### src/mck_pkg.sv
// Types and constants shared by the Morse character keyer modules.
`timescale 1ns / 1ps
`default_nettype none

package mck_pkg;

  localparam int unsigned CHAR_W = 8;
  localparam int unsigned DOT_W  = 10;
  localparam int unsigned DUR_W  = 12;

  localparam logic [DOT_W-1:0] DOT_RESET = 10'd100;

  // ASCII codes that the front end tests for.
  localparam logic [CHAR_W-1:0] CHAR_SPACE = 8'h20;
  localparam logic [CHAR_W-1:0] UPPER_A    = 8'h41;
  localparam logic [CHAR_W-1:0] UPPER_Z    = 8'h5A;
  localparam logic [CHAR_W-1:0] LOWER_A    = 8'h61;
  localparam logic [CHAR_W-1:0] LOWER_Z    = 8'h7A;

  localparam int unsigned LETTERS = 26;

  // Number of symbols of each letter, A first.
  localparam logic [2:0] SYM_COUNT [LETTERS] = '{
    3'd2, 3'd4, 3'd4, 3'd3, 3'd1, 3'd4, 3'd3, 3'd4, 3'd2, 3'd4, 3'd3, 3'd4, 3'd2,
    3'd2, 3'd3, 3'd4, 3'd4, 3'd3, 3'd3, 3'd1, 3'd3, 3'd4, 3'd3, 3'd4, 3'd4, 3'd4
  };

  // Bit i set means symbol i (sent first is bit 0) is a dash.
  localparam logic [3:0] SYM_DASH [LETTERS] = '{
    4'd2, 4'd1, 4'd5, 4'd1, 4'd0, 4'd4, 4'd3, 4'd0, 4'd0, 4'd14, 4'd5, 4'd2, 4'd3,
    4'd1, 4'd7, 4'd6, 4'd11, 4'd2, 4'd0, 4'd1, 4'd4, 4'd8, 4'd6, 4'd9, 4'd13, 4'd3
  };

  // Segment lengths in dot periods.
  localparam logic [2:0] UNITS_DOT  = 3'd1;
  localparam logic [2:0] UNITS_GAP  = 3'd2;
  localparam logic [2:0] UNITS_DASH = 3'd3;
  localparam logic [2:0] UNITS_WORD = 3'd4;

  // One classified character waiting to be keyed.
  typedef struct packed {
    logic       is_space;
    logic [2:0] sym_count;
    logic [3:0] dash;
  } job_t;

  // Segment that the sequencer emits next.
  typedef enum logic [1:0] {
    PH_IDLE,
    PH_MARK,
    PH_SPACE,
    PH_GAP
  } phase_e;

endpackage

`default_nettype wire

### src/mck_front.sv
// Front end: takes characters and turns letters and spaces into keying jobs.
`timescale 1ns / 1ps
`default_nettype none

module mck_front (
  input  logic                      start_i,
  input  logic                      full_i,
  input  logic [mck_pkg::CHAR_W-1:0] character_i,
  output logic                      push_o,
  output mck_pkg::job_t             job_o
);

  logic                      is_upper;
  logic                      is_lower;
  logic                      is_space;
  logic [mck_pkg::CHAR_W-1:0] offset;
  logic [4:0]                letter_idx;

  // Classify the character and look up its symbol pattern.
  always_comb begin
    is_upper = character_i inside {[mck_pkg::UPPER_A:mck_pkg::UPPER_Z]};
    is_lower = character_i inside {[mck_pkg::LOWER_A:mck_pkg::LOWER_Z]};
    is_space = (character_i == mck_pkg::CHAR_SPACE);
    offset   = is_lower ? (character_i - mck_pkg::LOWER_A)
                        : (character_i - mck_pkg::UPPER_A);
    letter_idx = offset[4:0];

    job_o.is_space  = is_space;
    job_o.sym_count = 3'd0;
    job_o.dash      = 4'd0;
    if (is_upper || is_lower) begin
      job_o.sym_count = mck_pkg::SYM_COUNT[letter_idx];
      job_o.dash      = mck_pkg::SYM_DASH[letter_idx];
    end
  end

  // Only letters and spaces produce work; anything else is dropped on transfer.
  assign push_o = start_i && !full_i && (is_upper || is_lower || is_space);

endmodule

`default_nettype wire

### src/mck_fifo.sv
// Short job queue between the front end and the keying sequencer.
`timescale 1ns / 1ps
`default_nettype none

module mck_fifo #(
  parameter int unsigned DEPTH = 2
) (
  input  logic          clk_i,
  input  logic          rst_ni,
  input  logic          push_i,
  input  mck_pkg::job_t data_i,
  input  logic          pop_i,
  output logic          valid_o,
  output logic          full_o,
  output mck_pkg::job_t data_o
);

  localparam int unsigned PTR_W = $clog2(DEPTH);
  localparam int unsigned CNT_W = $clog2(DEPTH + 1);

  mck_pkg::job_t    mem_q [DEPTH];
  logic [PTR_W-1:0] wr_ptr_q, wr_ptr_d;
  logic [PTR_W-1:0] rd_ptr_q, rd_ptr_d;
  logic [CNT_W-1:0] cnt_q, cnt_d;

  assign valid_o = (cnt_q != '0);
  assign full_o  = (cnt_q == CNT_W'(DEPTH));
  assign data_o  = mem_q[rd_ptr_q];

  // Pointer and fill count updates.
  always_comb begin
    wr_ptr_d = wr_ptr_q;
    rd_ptr_d = rd_ptr_q;
    cnt_d    = cnt_q;
    if (push_i) begin
      wr_ptr_d = (wr_ptr_q == PTR_W'(DEPTH - 1)) ? '0 : wr_ptr_q + 1'b1;
    end
    if (pop_i) begin
      rd_ptr_d = (rd_ptr_q == PTR_W'(DEPTH - 1)) ? '0 : rd_ptr_q + 1'b1;
    end
    if (push_i && !pop_i) begin
      cnt_d = cnt_q + 1'b1;
    end else if (pop_i && !push_i) begin
      cnt_d = cnt_q - 1'b1;
    end
  end

  always_ff @(posedge clk_i or negedge rst_ni) begin
    if (!rst_ni) begin
      wr_ptr_q <= '0;
      rd_ptr_q <= '0;
      cnt_q    <= '0;
    end else begin
      wr_ptr_q <= wr_ptr_d;
      rd_ptr_q <= rd_ptr_d;
      cnt_q    <= cnt_d;
    end
  end

  // Storage needs no reset; entries are only read once written.
  always_ff @(posedge clk_i) begin
    if (push_i) begin
      mem_q[wr_ptr_q] <= data_i;
    end
  end

endmodule

`default_nettype wire

### src/mck_back.sv
// Back end: steps through a job and emits one keying segment per cycle.
`timescale 1ns / 1ps
`default_nettype none

module mck_back (
  input  logic                       clk_i,
  input  logic                       rst_ni,
  input  logic [mck_pkg::DOT_W-1:0]  dot_period_i,
  input  logic                       head_valid_i,
  input  mck_pkg::job_t              head_i,
  output logic                       pop_o,
  output logic                       strobe_o,
  output logic                       led_on_o,
  output logic [mck_pkg::DUR_W-1:0]  duration_ms_o,
  output logic                       last_o
);

  mck_pkg::phase_e state_q, state_d;
  mck_pkg::job_t   job_q, job_d;
  logic [1:0]      sym_q, sym_d;

  mck_pkg::job_t   cur_job;
  mck_pkg::phase_e cur_ph;
  mck_pkg::phase_e next_ph;
  logic [1:0]      cur_sym;
  logic [1:0]      next_sym;
  logic [1:0]      last_sym;
  logic            emit;
  logic            seg_led;
  logic            seg_last;
  logic [2:0]      seg_units;
  logic [mck_pkg::DUR_W-1:0] dot_ext;
  logic [mck_pkg::DUR_W-1:0] seg_dur;

  logic                      strobe_q;
  logic                      led_q;
  logic                      last_q;
  logic [mck_pkg::DUR_W-1:0] dur_q;

  // Sequencer: when idle the head of the queue is keyed straight away.
  always_comb begin
    state_d = state_q;
    job_d   = job_q;
    sym_d   = sym_q;
    pop_o   = 1'b0;

    if (state_q == mck_pkg::PH_IDLE) begin
      cur_job = head_i;
      cur_sym = 2'd0;
      cur_ph  = head_i.is_space ? mck_pkg::PH_GAP : mck_pkg::PH_MARK;
      emit    = head_valid_i;
      pop_o   = head_valid_i;
      if (head_valid_i) begin
        job_d = head_i;
      end
    end else begin
      cur_job = job_q;
      cur_sym = sym_q;
      cur_ph  = state_q;
      emit    = 1'b1;
    end

    last_sym  = 2'(cur_job.sym_count - 3'd1);
    next_ph   = mck_pkg::PH_IDLE;
    next_sym  = cur_sym;
    seg_led   = 1'b0;
    seg_last  = 1'b0;
    seg_units = mck_pkg::UNITS_DOT;

    case (cur_ph)
      mck_pkg::PH_MARK: begin
        seg_led   = 1'b1;
        seg_units = cur_job.dash[cur_sym] ? mck_pkg::UNITS_DASH : mck_pkg::UNITS_DOT;
        next_ph   = mck_pkg::PH_SPACE;
      end
      mck_pkg::PH_SPACE: begin
        seg_units = mck_pkg::UNITS_DOT;
        if (cur_sym == last_sym) begin
          next_ph = mck_pkg::PH_GAP;
        end else begin
          next_ph  = mck_pkg::PH_MARK;
          next_sym = cur_sym + 2'd1;
        end
      end
      mck_pkg::PH_GAP: begin
        seg_last  = 1'b1;
        seg_units = cur_job.is_space ? mck_pkg::UNITS_WORD : mck_pkg::UNITS_GAP;
        next_ph   = mck_pkg::PH_IDLE;
      end
      default: begin
        next_ph = mck_pkg::PH_IDLE;
      end
    endcase

    if (emit) begin
      state_d = next_ph;
      sym_d   = next_sym;
    end
  end

  // Segment length: the dot period times a small constant, by shift and add.
  assign dot_ext = {{(mck_pkg::DUR_W - mck_pkg::DOT_W){1'b0}}, dot_period_i};

  always_comb begin
    case (seg_units)
      mck_pkg::UNITS_DOT:  seg_dur = dot_ext;
      mck_pkg::UNITS_GAP:  seg_dur = {dot_ext[mck_pkg::DUR_W-2:0], 1'b0};
      mck_pkg::UNITS_DASH: seg_dur = dot_ext + {dot_ext[mck_pkg::DUR_W-2:0], 1'b0};
      mck_pkg::UNITS_WORD: seg_dur = {dot_ext[mck_pkg::DUR_W-3:0], 2'b00};
      default:             seg_dur = '0;
    endcase
  end

  always_ff @(posedge clk_i or negedge rst_ni) begin
    if (!rst_ni) begin
      state_q  <= mck_pkg::PH_IDLE;
      sym_q    <= 2'd0;
      strobe_q <= 1'b0;
    end else begin
      state_q  <= state_d;
      sym_q    <= sym_d;
      strobe_q <= emit;
    end
  end

  // Job and result payload registers.
  always_ff @(posedge clk_i) begin
    job_q <= job_d;
    if (emit) begin
      led_q  <= seg_led;
      last_q <= seg_last;
      dur_q  <= seg_dur;
    end
  end

  assign strobe_o      = strobe_q;
  assign led_on_o      = led_q;
  assign last_o        = last_q;
  assign duration_ms_o = dur_q;

endmodule

`default_nettype wire

### src/morse_character_keyer_unit.sv
// Top level of the Morse character keyer.
//
// Channels: a character is transferred at a rising edge with start high and
// busy low. Letters (either case) and the space character are keyed; any
// other code is taken and gives no segment. Each segment appears on led_on_o,
// duration_ms_o and last_o for exactly one cycle with strobe_o high; last_o
// marks the final segment of a character. The dot period is written through
// cfg_valid_i / cfg_data_i, which is always ready; the user must write it
// only while the block is idle; the block does not enforce this. The first
// segment of a character passes through the job queue and output registers.
// The sequencer emits one segment per cycle while it has a job; a letter
// gives 3 to 9 segments, a space one. A queue of QUEUE_DEPTH jobs lets the
// front take characters meanwhile; busy is high only while the queue is full.
// Reset clears the queue and the sequencer and sets the dot period to 100.
// The receiver cannot stall; every strobe is a completed transfer.
`timescale 1ns / 1ps
`default_nettype none

module morse_character_keyer_unit #(
  parameter int unsigned QUEUE_DEPTH = 2
) (
  input  logic                       clk_i,
  input  logic                       rst_ni,
  input  logic                       start,
  output logic                       busy,
  input  logic [mck_pkg::CHAR_W-1:0] character_i,
  input  logic                       cfg_valid_i,
  output logic                       cfg_ready_o,
  input  logic [mck_pkg::DOT_W-1:0]  cfg_data_i,
  output logic                       strobe_o,
  output logic                       led_on_o,
  output logic [mck_pkg::DUR_W-1:0]  duration_ms_o,
  output logic                       last_o
);

  logic [mck_pkg::DOT_W-1:0] dot_q;
  logic                      q_full;
  logic                      q_valid;
  logic                      push;
  logic                      pop;
  mck_pkg::job_t             push_job;
  mck_pkg::job_t             head_job;

  // Dot period register.
  assign cfg_ready_o = 1'b1;

  always_ff @(posedge clk_i or negedge rst_ni) begin
    if (!rst_ni) begin
      dot_q <= mck_pkg::DOT_RESET;
    end else if (cfg_valid_i && cfg_ready_o) begin
      dot_q <= cfg_data_i;
    end
  end

  assign busy = q_full;

  mck_front u_front (
    .start_i     (start),
    .full_i      (q_full),
    .character_i (character_i),
    .push_o      (push),
    .job_o       (push_job)
  );

  mck_fifo #(
    .DEPTH (QUEUE_DEPTH)
  ) u_fifo (
    .clk_i   (clk_i),
    .rst_ni  (rst_ni),
    .push_i  (push),
    .data_i  (push_job),
    .pop_i   (pop),
    .valid_o (q_valid),
    .full_o  (q_full),
    .data_o  (head_job)
  );

  mck_back u_back (
    .clk_i         (clk_i),
    .rst_ni        (rst_ni),
    .dot_period_i  (dot_q),
    .head_valid_i  (q_valid),
    .head_i        (head_job),
    .pop_o         (pop),
    .strobe_o      (strobe_o),
    .led_on_o      (led_on_o),
    .duration_ms_o (duration_ms_o),
    .last_o        (last_o)
  );

endmodule

`default_nettype wire

### config.mk
export PLATFORM = sky130hd
export DESIGN_NAME = morse_character_keyer_unit
export DESIGN_NICKNAME = d
export VERILOG_FILES = /design/src/mck_pkg.sv /design/src/mck_front.sv /design/src/mck_fifo.sv /design/src/mck_back.sv /design/src/morse_character_keyer_unit.sv
export SDC_FILE = /design/constraint.sdc
export NUM_CORES = 1
export LEC_CHECK = 0
export CORE_MARGIN = 2
export CORE_UTILIZATION = 25
export DETAILED_ROUTE_END_ITERATION = 6
export DONT_BUFFER_PORTS = 1
export PLACE_DENSITY = 0.42
export SYNTH_ARGS = -nofsm -noshare
export SYNTH_HDL_FRONTEND = slang
export SYNTH_SLANG_ARGS = --single-unit
export TNS_END_PERCENT = 30
### constraint.sdc
create_clock -name clk_i -period 2.1 [get_ports clk_i]
set_input_delay 0.315 -clock clk_i [delete_from_list [all_inputs] [get_ports clk_i]]
set_output_delay 0.315 -clock clk_i [all_outputs]
set_load 0.02 [all_outputs]
==> results of run 1 <==
==> stage by stage <==
stage / instances / hold WS (ns)
after floorplan: 318 / 0.0194
after global placement: 505 / 0.0199
after detailed placement: 505 / 0.0199
after CTS: 516 / 0.0805
after global routing: 516 / 0.0760
final: 516 / 0.0884
==> per-layer routing <==
metal,track usage [%],up-vias,wire length (um)
met4,2.76,0,77
met5,0,-,0
met2,18.3,43,3650
met1,13.8,1167,3550
li1,-,1224,-
met3,1.70,6,213
==> cell usage in the layout (no fill, tap or decap), types with 2 or more instances in the layout <==
cell	synthesis	layout
a211o_1	2	2
a211oi_1	3	3
a21o_1	3	3
a21oi_1	11	11
a22o_1	2	2
a22oi_1	7	7
a311o_1	2	2
a31oi_1	6	6
a32oi_1	2	2
and2_1	2	2
and3b_1	2	2
buf_4	2	26
clkbuf_16	0	5
dfrtp_1	16	16
dfstp_2	3	3
edfxtp_1	35	35
ha_1	17	15
inv_1	16	13
inv_2	0	3
mux2_2	14	14
nand2_1	20	20
nand2b_1	3	3
nand3_1	15	15
nand3b_1	2	2
nand4_1	2	2
nor2_1	26	26
nor2b_1	5	3
nor2b_2	0	2
nor3_1	5	5
o211a_1	2	2
o211ai_1	6	6
o21ai_0	18	17
o21ai_1	5	6
o31a_1	2	2
o31ai_1	2	2
or4_1	3	3
xnor2_1	8	8
xor2_1	11	11
==> kinds of logic after synthesis <==
kind of cell / Yosys count
other cells: 1
xor+xnor: 19
buf+inv: 30
fa+ha+maj: 19
flops: 54
simple gates: 92
mux: 17
compound gates: 86
==> final cells by class <==
class | instances | area share, %
Clock buffer | 5 | 3.17
Clock inverter | 3 | 1.21
Multi-Input combinational cell | 234 | 44.0
Inverter | 16 | 1.52
Tap cell | 176 | 5.58
Sequential cell | 54 | 38.8
Timing Repair Buffer | 28 | 5.71
==> worst max path at each step <==
stage / from / to / slack (ns) / cells after the start
after floorplan: character_i[0] / u_fifo.cnt_q[1] / -0.07 / 11
after global placement: dot_q[2] / u_back.duration_ms_o[7] / -0.03 / 7
after detailed placement: dot_q[2] / u_back.duration_ms_o[7] / -0.09 / 7
after CTS: dot_q[2] / u_back.duration_ms_o[7] / -0.01 / 6
after global routing: dot_q[1] / u_back.duration_ms_o[7] / -0.07 / 8
final: dot_q[2] / u_back.duration_ms_o[7] / 0.02 / 7
==> registers in the layout (all words and copies together), names as in the netlist <==
name                  flops
u_fifo.mem_q             14
u_back.duration_ms_o     12
dot_q                    10
u_back.job_q              7
u_back.state_q            2
u_back.sym_q              2
u_fifo.cnt_q              2
u_back.last_o             1
u_back.led_on_o           1
u_back.strobe_o           1
u_fifo.rd_ptr_q           1
u_fifo.wr_ptr_q           1
==> timing repair <==
| item | in CTS | in global routing |
|---|---|---|
| hold endpoints to repair | 19 | 0 |
| gates resized for setup | 3 | 3 |
| hold buffers | 2 | 0 |
| pin swaps | 1 | 2 |
| setup buffers | 1 | 0 |
| setup endpoints to repair | 2 | 4 |
==> power by group <==
part	switching, mW	internal, mW
logic	0.901	0.721
registers	0.402	1.58
clock network	0.389	0.570
total	1.69	2.87
==> worst register-to-register path, cell delays in order, from the launching register on <==
cell	delay, ns
dfstp_2	0.55
inv_2	0.05
fa_2	0.38
nor2b_2	0.14
o31a_1	0.21
or4_1	0.14
a41oi_2	0.07
a311o_1	0.28
==> flow_metrics.env, run 1 <==
export IMPL_status="finished clean"
export IMPL_rsz0062_at_grt="true"
export IMPL_path_delay_family="compound AO/OA/AOI/OAI gates"
export IMPL_vias_per_cell=4.73
export IMPL_synth_seq_area_share_pct=45.2
export IMPL_core_sq_um=13200
export IMPL_gp_congestion=0.825
export IMPL_slew_limit_headroom_pct=43.7
export IMPL_cp_max_fo=4
export IMPL_min_path_cells=1
export IMPL_hp_start="cfg_valid_i"
export IMPL_clock_fmax_mhz=481
export IMPL_slowest_stage="dfstp_2"
export IMPL_cts_num_sinks=54
export IMPL_start_util_pct=25.6
export IMPL_die_area_sq_um=14500
export IMPL_drt_total_wl_mm=7.49
export IMPL_synth_xor_area_share_pct=4.92
export IMPL_grt_pass1_vias=2417
export IMPL_cp_data_arrival_time_ns=2.12
export IMPL_leakagePower_nw=1.51
export IMPL_cts_made_buffers=5
export IMPL_crit_path_end_kind="flop"
export IMPL_cts_root_buffer="clkbuf_16"
export IMPL_synthesis_nets=358
export IMPL_drive_above_1_share_pct=21.2
export IMPL_area_growth_pct=16.6
export IMPL_place_area_sq_um=3730
export IMPL_dr_pass1_iters=5
export IMPL_hold_class="in2reg"
export IMPL_drv_cap=0
export IMPL_grt_pass1_wl_mm=12.4
export IMPL_fin_util_pct=29.8
export IMPL_synth_cell_types=64
export IMPL_synth_mux_area_share_pct=5.95
export IMPL_netlist_instances=318
export IMPL_r2r_setup_slack_ns=0.02
export IMPL_synth_simple_gate_area_share_pct=13.6
export IMPL_ir_drop_mv=0.534
export IMPL_tritoncts="built"
export IMPL_path_buf_inv=1
export IMPL_r2r_end="u_back.duration_ms_o[7]"
export IMPL_start_kind="flop"
export IMPL_drv_slew=0
export IMPL_synth_async_reset_ratio_pct=35.2
export IMPL_crit_chain="inv_2 -> fa_2 -> nor2b_2 -> o31a_1 -> or4_1 -> a41oi_2 -> a311o_1"
export IMPL_synth_compound_area_share_pct=18.6
export IMPL_yosys_area_top_type="edfxtp_1"
export IMPL_synth_top_family_by_area="compound AO/OA/AOI/OAI gates"
export IMPL_setup_viol=0
export IMPL_multi_input_comb_area_sq_um=1740
export IMPL_num_rows=42
export IMPL_syn_area_per_cell_sq_um=10.6
export IMPL_worst_slack_ns=0.0198
export IMPL_clock_latency_ns=0.29
export IMPL_path_class="reg2reg"
export IMPL_port_buffers=0
export IMPL_tightest_slew_ns=0.838
export IMPL_skew_ns=0.00628
export IMPL_r2r_cells=7
export IMPL_synth_area_leaders="edfxtp_1 (31%), dfrtp_1 (12%), ha_1 (6.3%)"
export IMPL_synth_top_cell_area_share_pct=31.1
export IMPL_dpl_hpwl_mm=5.61
export IMPL_grt_max_degree=20
export IMPL_grtUsageTotal_pct=10.6
export IMPL_drc=0
export IMPL_synth_most_common_cell="edfxtp_1"
export IMPL_register_area_sq_um=1530
export IMPL_die_w_um=120
export IMPL_wl_per_cell_um=14.5
export IMPL_yosysWarnings=0
export IMPL_ios=39
export IMPL_cp_required_ns=2.14
export IMPL_path_clk_slew_ns=0.07
export IMPL_min_to="dot_q[2]"
export IMPL_cts_buffer_depth=2
export IMPL_dieHeight_um=120
export IMPL_ys_ff_latch=54
export IMPL_grt_overflow=0
export IMPL_vias=2440
export IMPL_preCtsSetupSlack_ns=-0.0922
export IMPL_synth_edf_count=35
export IMPL_synth_common_cells="edfxtp_1 (35), nor2_1 (26), nand2_1 (20)"
export IMPL_drt_iter0_drc=113
export IMPL_final_cell_area_sq_um=3950
export IMPL_tns_ns=0
export IMPL_synth_adder_area_share_pct=7.17
export IMPL_cts_max_level=2
export IMPL_nets=379
export IMPL_nFillCells=1387
export IMPL_hold_viol=0
export IMPL_slowest_delay_ns=0.55
export IMPL_power_density_nw_per_um2=1160
export IMPL_postRouteAntennaNets=0
export IMPL_r2r_start="dot_q[2]"
export IMPL_synth_area_sq_um=3380
export IMPL_min_period_over_period_pct=99.1
export IMPL_antenna_found_initial=0
export IMPL_synthFlopType="edfxtp_1"
export IMPL_min_period_ns=2.08
export IMPL_total_power_mw=4.56
export IMPL_antenna_cells=0
Note: power is estimated with default switching activity, not from simulation.
==> run 2: changes to the inputs <==
--- a/config.mk
+++ b/config.mk
@@ -5,11 +5,13 @@
 export SDC_FILE = /design/constraint.sdc
 export NUM_CORES = 1
 export LEC_CHECK = 0
+export CELL_PAD_IN_SITES_DETAIL_PLACEMENT = 0
+export CELL_PAD_IN_SITES_GLOBAL_PLACEMENT = 2
 export CORE_MARGIN = 2
 export CORE_UTILIZATION = 25
 export DETAILED_ROUTE_END_ITERATION = 6
 export DONT_BUFFER_PORTS = 1
-export PLACE_DENSITY = 0.42
+export PLACE_DENSITY = 0.56
 export SYNTH_ARGS = -nofsm -noshare
 export SYNTH_HDL_FRONTEND = slang
 export SYNTH_SLANG_ARGS = --single-unit
==> run 2 against run 1 <==
  * The flow now finishes with violations (negative setup slack)
  * Wire length increased by 9.2%
  * Hold slack got worse by 0.0067 ns
  * Highest routed layer unchanged
  * Register-to-register slack got worse by 0.03 ns
  * Via count increased by 3.6%
  * Largest cell class unchanged
  * Clock skew about the same
==> flow_metrics.env, run 2 (synthesized netlist as in run 1, its figures left out) <==
export IMPL_status="finished with violations"
export IMPL_violations="negative setup slack"
export IMPL_rsz0062_at_grt="true"
export IMPL_clock_fmax_mhz=474
export IMPL_drive_above_1_share_pct=21.7
export IMPL_core_sq_um=13200
export IMPL_ir_drop_mv=0.396
export IMPL_grt_overflow=0
export IMPL_drv_slew=0
export IMPL_grt_pass1_wl_mm=13.2
export IMPL_vias_per_cell=4.85
export IMPL_cts_made_buffers=5
export IMPL_antenna_cells=0
export IMPL_num_rows=42
export IMPL_path_class="reg2reg"
export IMPL_dieHeight_um=120
export IMPL_start_kind="flop"
export IMPL_antenna_found_initial=0
export IMPL_grtUsageTotal_pct=11.7
export IMPL_die_w_um=120
export IMPL_port_buffers=0
export IMPL_cts_max_level=2
export IMPL_nets=384
export IMPL_hold_viol=0
export IMPL_drt_iter0_drc=101
export IMPL_clock_latency_ns=0.30
export IMPL_min_period_ns=2.11
export IMPL_cp_max_fo=4
export IMPL_gp_congestion=0.749
export IMPL_skew_ns=0.00646
export IMPL_stdcell_count=521
export IMPL_cp_required_ns=2.26
export IMPL_min_period_over_period_pct=101
export IMPL_cts_buffer_depth=2
export IMPL_drc=0
export IMPL_cts_num_sinks=54
export IMPL_crit_chain="ha_1 -> nor2b_2 -> o31a_1 -> or4_1 -> a41oi_2 -> a311o_1"
export IMPL_path_buf_inv=0
export IMPL_grt_pass1_vias=2506
export IMPL_start_util_pct=25.6
export IMPL_area_growth_pct=17.7
export IMPL_slowest_stage="dfstp_2"
export IMPL_path_delay_family="simple AND/OR/NAND/NOR gates"
export IMPL_cp_data_arrival_time_ns=2.28
export IMPL_nFillCells=1405
export IMPL_leakagePower_nw=1.53
export IMPL_setup_viol=1
export IMPL_wl_per_cell_um=15.7
export IMPL_largest_reg_flops=14
export IMPL_largest_register="u_fifo.mem_q"
export IMPL_final_cell_mix="edfxtp_1 (35), buf_4 (29), nor2_1 (26), nand2_1 (20), o21ai_0 (18)"
export IMPL_drt_total_wl_mm=8.18
export IMPL_postRouteAntennaNets=0
export IMPL_tritoncts="built"
export IMPL_layout_commonest_cell="edfxtp_1"
export IMPL_grt_max_degree=20
export IMPL_path_clk_slew_ns=0.07
export IMPL_dr_pass1_iters=4
export IMPL_die_area_sq_um=14500
export IMPL_slowest_delay_ns=0.57
export IMPL_vias=2528
export IMPL_dpl_hpwl_mm=6.10
export IMPL_post_cts_setup_buffers=0
export IMPL_dp_cells=511
export IMPL_whs_ns=0.0817
export IMPL_tightest_slew_ns=0.788
export IMPL_hold_class="in2reg"
export IMPL_worst_slack_ns=-0.0115
export IMPL_ios=39
export IMPL_total_power_mw=4.51
export IMPL_slew_limit_headroom_pct=47.3
export IMPL_crit_path_end_kind="flop"
export IMPL_drv_cap=0
export IMPL_cts_root_buffer="clkbuf_16"
export IMPL_power_density_nw_per_um2=1130
## run 2: per-layer routing
| layer | track usage (%) | part of all wire [%] | up-vias |
|---|---|---|---|
| met2 | 20.1 | 49 | 45 |
| met3 | 2.26 | 2.9 | 12 |
| met1 | 15.0 | 46 | 1234 |
| li1 | - | - | 1237 |
| met5 | 0 | 0 | - |
| met4 | 3.34 | 1.5 | 0 |
## run 2: final timing paths
| path | start | endpoint | slack [ns] | cells past startpoint |
|---|---|---|---|---|
| max reg2reg | dot_q[2] | u_back.duration_ms_o[7] | -0.01 | 6 |
| max | dot_q[2] | u_back.duration_ms_o[7] | -0.01 | 6 |
| min reg2reg | u_fifo.wr_ptr_q | u_fifo.wr_ptr_q | 0.50 | 1 |
| min in group asynchronous | rst_ni | u_fifo.wr_ptr_q | 0.43 | 2 |
| max in group asynchronous | rst_ni | dot_q[6] | 1.44 | 2 |
| min | cfg_valid_i | dot_q[2] | 0.08 | 1 |
## run 2: worst register-to-register path: cells and delay by family (launching register included)
kind	cells	cell delay (ns)
fa+ha+maj	1	0.24
simple gates	2	0.60
compound gates	3	0.57
flops	1	0.57
## run 2: final cells by class
cell class                      instances  area, sq um  area share (%)
Multi-Input combinational cell        234         1740            43.7
Sequential cell                        54         1530            38.4
Timing Repair Buffer                   33          288            7.22
Tap cell                              176          220            5.53
Clock buffer                            5          125            3.14
Inverter                               16         60.1            1.51
Clock inverter                          3         21.3           0.534
## run 2: repair_timing
| item | 4_1_cts | 5_1_grt |
|---|---|---|
| hold buffers | 2 | 0 |
| pin swaps | 0 | 1 |
| gates resized for setup | 3 | 1 |
| endpoints found under the hold margin | 19 | 0 |
| setup endpoints to repair | 2 | 3 |
## run 2: through the flow
step	cell area (sq um)	util [%]	setup WS [ns]	setup TNS, ns
2_1_floorplan	3410	-	-0.0673	-0.0673
3_3_place_gp	3800	28.7	-0.0523	-0.0523
3_5_place_dp	3800	28.7	-0.102	-0.131
4_1_cts	3980	30.0	-0.00943	-0.00943
5_1_grt	3980	30.1	-0.0757	-0.126
6_report	3980	30.1	-0.0115	-0.0115
## run 2: report_power, final
group | switching, mW | total (mW) | internal [mW]
clock | 0.396 | 0.840 | 0.443
sequential | 0.406 | 1.99 | 1.58
combinational | 0.925 | 1.68 | 0.754
total | 1.73 | 4.51 | 2.78
==> run 3: changes to the inputs <==
--- a/config.mk
+++ b/config.mk
@@ -12,6 +12,7 @@
 export DETAILED_ROUTE_END_ITERATION = 6
 export DONT_BUFFER_PORTS = 1
 export PLACE_DENSITY = 0.56
+export SKIP_LAST_GASP = 1
 export SYNTH_ARGS = -nofsm -noshare
 export SYNTH_HDL_FRONTEND = slang
 export SYNTH_SLANG_ARGS = --single-unit
==> run 3 against run 2 <==
  * The run still ends with negative setup slack left
  * Clock skew hardly changed
  * Sequential share of layout area down 0.18 points
  * Combinational power about the same
  * Count of clock-buffer cells in the layout unchanged
  * Sequential power about the same
  * Cell count is 0.19% higher
==> flow_metrics.env, run 3 (synthesized netlist as in run 1, its figures left out) <==
export IMPL_tightest_slew_ns=0.784
export IMPL_multi_input_comb_area_sq_um=1750
export IMPL_grt_max_degree=20
export IMPL_cp_data_arrival_time_ns=2.22
export IMPL_violations="negative setup slack"
export IMPL_r2r_cells=7
export IMPL_leakagePower_nw=1.54
export IMPL_antenna_found_initial=0
export IMPL_die_area_sq_um=14500
export IMPL_min_path_cells=1
export IMPL_cts_buffer_depth=2
export IMPL_slew_limit_headroom_pct=47.6
export IMPL_start_util_pct=25.6
export IMPL_area_growth_pct=18.3
export IMPL_cts_num_sinks=54
export IMPL_worst_slack_ns=-0.0699
export IMPL_drt_iter0_drc=91
export IMPL_hold_class="in2reg"
export IMPL_cp_required_ns=2.15
export IMPL_antenna_cells=0
export IMPL_vias_per_cell=4.81
export IMPL_cts_made_buffers=5
export IMPL_path_clk_slew_ns=0.07
export IMPL_grt_pass1_vias=2514
export IMPL_ios=39
export IMPL_fin_util_pct=30.2
export IMPL_core_sq_um=13200
export IMPL_slowest_stage="dfstp_2"
export IMPL_crit_path_start="dot_q[2]"
export IMPL_nFillCells=1402
export IMPL_hold_viol=0
export IMPL_final_cell_mix="edfxtp_1 (35), buf_4 (30), nor2_1 (26), nand2_1 (20), o21ai_0 (18)"
export IMPL_grt_overflow=0
export IMPL_start_kind="flop"
export IMPL_r2r_end="u_back.duration_ms_o[7]"
export IMPL_layout_commonest_cell="edfxtp_1"
export IMPL_register_area_sq_um=1530
export IMPL_grt_pass1_wl_mm=13.2
export IMPL_slowest_delay_ns=0.60
export IMPL_min_to="dot_q[2]"
export IMPL_setup_viol=2
export IMPL_path_class="reg2reg"
export IMPL_rsz0062_at_grt="true"
export IMPL_tritoncts="built"
export IMPL_dpl_hpwl_mm=6.10
export IMPL_drt_total_wl_mm=8.19
export IMPL_preCtsSetupSlack_ns=-0.102
export IMPL_dr_pass1_iters=4
export IMPL_drv_cap=0
export IMPL_hp_start="cfg_valid_i"
export IMPL_drv_slew=0
export IMPL_wl_per_cell_um=15.7
export IMPL_drc=0
export IMPL_cp_max_fo=4
export IMPL_clock_fmax_mhz=461
export IMPL_cts_root_buffer="clkbuf_16"
export IMPL_min_period_ns=2.17
export IMPL_crit_path_end_kind="flop"
export IMPL_dieHeight_um=120
export IMPL_grtUsageTotal_pct=11.7
export IMPL_drive_above_1_share_pct=22.3
export IMPL_num_rows=42
export IMPL_largest_reg_flops=14
export IMPL_min_period_over_period_pct=103
export IMPL_largest_register="u_fifo.mem_q"
export IMPL_nets=385
export IMPL_r2r_start="dot_q[2]"
export IMPL_cts_max_level=2
export IMPL_skew_ns=0.00640
export IMPL_postRouteAntennaNets=0
export IMPL_status="finished with violations"
export IMPL_power_density_nw_per_um2=1130
export IMPL_r2r_setup_slack_ns=-0.07
export IMPL_ir_drop_mv=0.396
export IMPL_gp_congestion=0.749
export IMPL_die_w_um=120
export IMPL_clock_latency_ns=0.29
export IMPL_port_buffers=0
export IMPL_crit_chain="ha_4 -> nor2b_2 -> o31a_1 -> buf_4 -> nand3_1 -> a41oi_2 -> a311o_1"
export IMPL_vias=2509
## run 3: metal layers
layer | global-route usage (%) | wire length (um) | vias to the layer above | part of all wire (%)
li1 | - | - | 1235 | -
met1 | 14.9 | 3780 | 1217 | 46
met2 | 20.1 | 4060 | 48 | 50
met3 | 2.26 | 248 | 9 | 3.0
met4 | 3.34 | 102 | 0 | 1.2
met5 | 0 | 0 | - | 0
## run 3: cell type report
type                    count  area share, %
flip-flops and latches     54           38.2
clock inverters             3          0.531
clock buffers               5           3.13
multi-input cells         234           43.7
repair buffers             34           7.38
well taps                 176           5.50
inverters                  16           1.50
## run 3: metrics by stage
step | TNS, ns | instances | total power, mW | instance area [sq um] | hold WS, ns
3_5_place_dp | -0.131 | 511 | 3.70 | 3800 | 0.0210
5_1_grt | -0.303 | 522 | 4.84 | 4000 | 0.0739
3_3_place_gp | -0.0523 | 511 | 3.69 | 3800 | 0.0211
2_1_floorplan | -0.0673 | 318 | 3.20 | 3410 | 0.0194
6_report | -0.0907 | 522 | 4.52 | 4000 | 0.0834
4_1_cts | -0.149 | 521 | 4.58 | 3970 | 0.0747
## run 3: worst max-delay path by stage
stage	endpoint	slack [ns]	cells after the start
floorplan	u_fifo.cnt_q[1]	-0.07	11
global placement	u_back.duration_ms_o[7]	-0.05	7
detailed placement	u_back.duration_ms_o[7]	-0.10	7
CTS	u_back.duration_ms_o[7]	-0.11	7
global route	u_back.duration_ms_o[7]	-0.11	7
finish	u_back.duration_ms_o[7]	-0.07	7
## run 3: repair_timing
action                                 in CTS  in global routing
setup buffers                               0                  1
gates resized for setup                     0                  5
hold buffers                                2                  0
setup endpoints to repair                   2                  3
endpoints found under the hold margin      19                  0
pin swaps                                   0                  1
## run 3: power by group
group / internal (mW) / switching (mW)
Clock: 0.443 / 0.395
Combinational: 0.762 / 0.927
Sequential: 1.58 / 0.407
## run 3: worst max-delay path, delay by kind of cell (launching register included)
family                   cells  cell delay (ns)
AO/OA/AOI/OAI                3             0.72
buffers and inverters        1             0.15
flip-flops                   1             0.60
adder cells (fa/ha/maj)      1             0.22
AND/OR/NAND/NOR              2             0.23
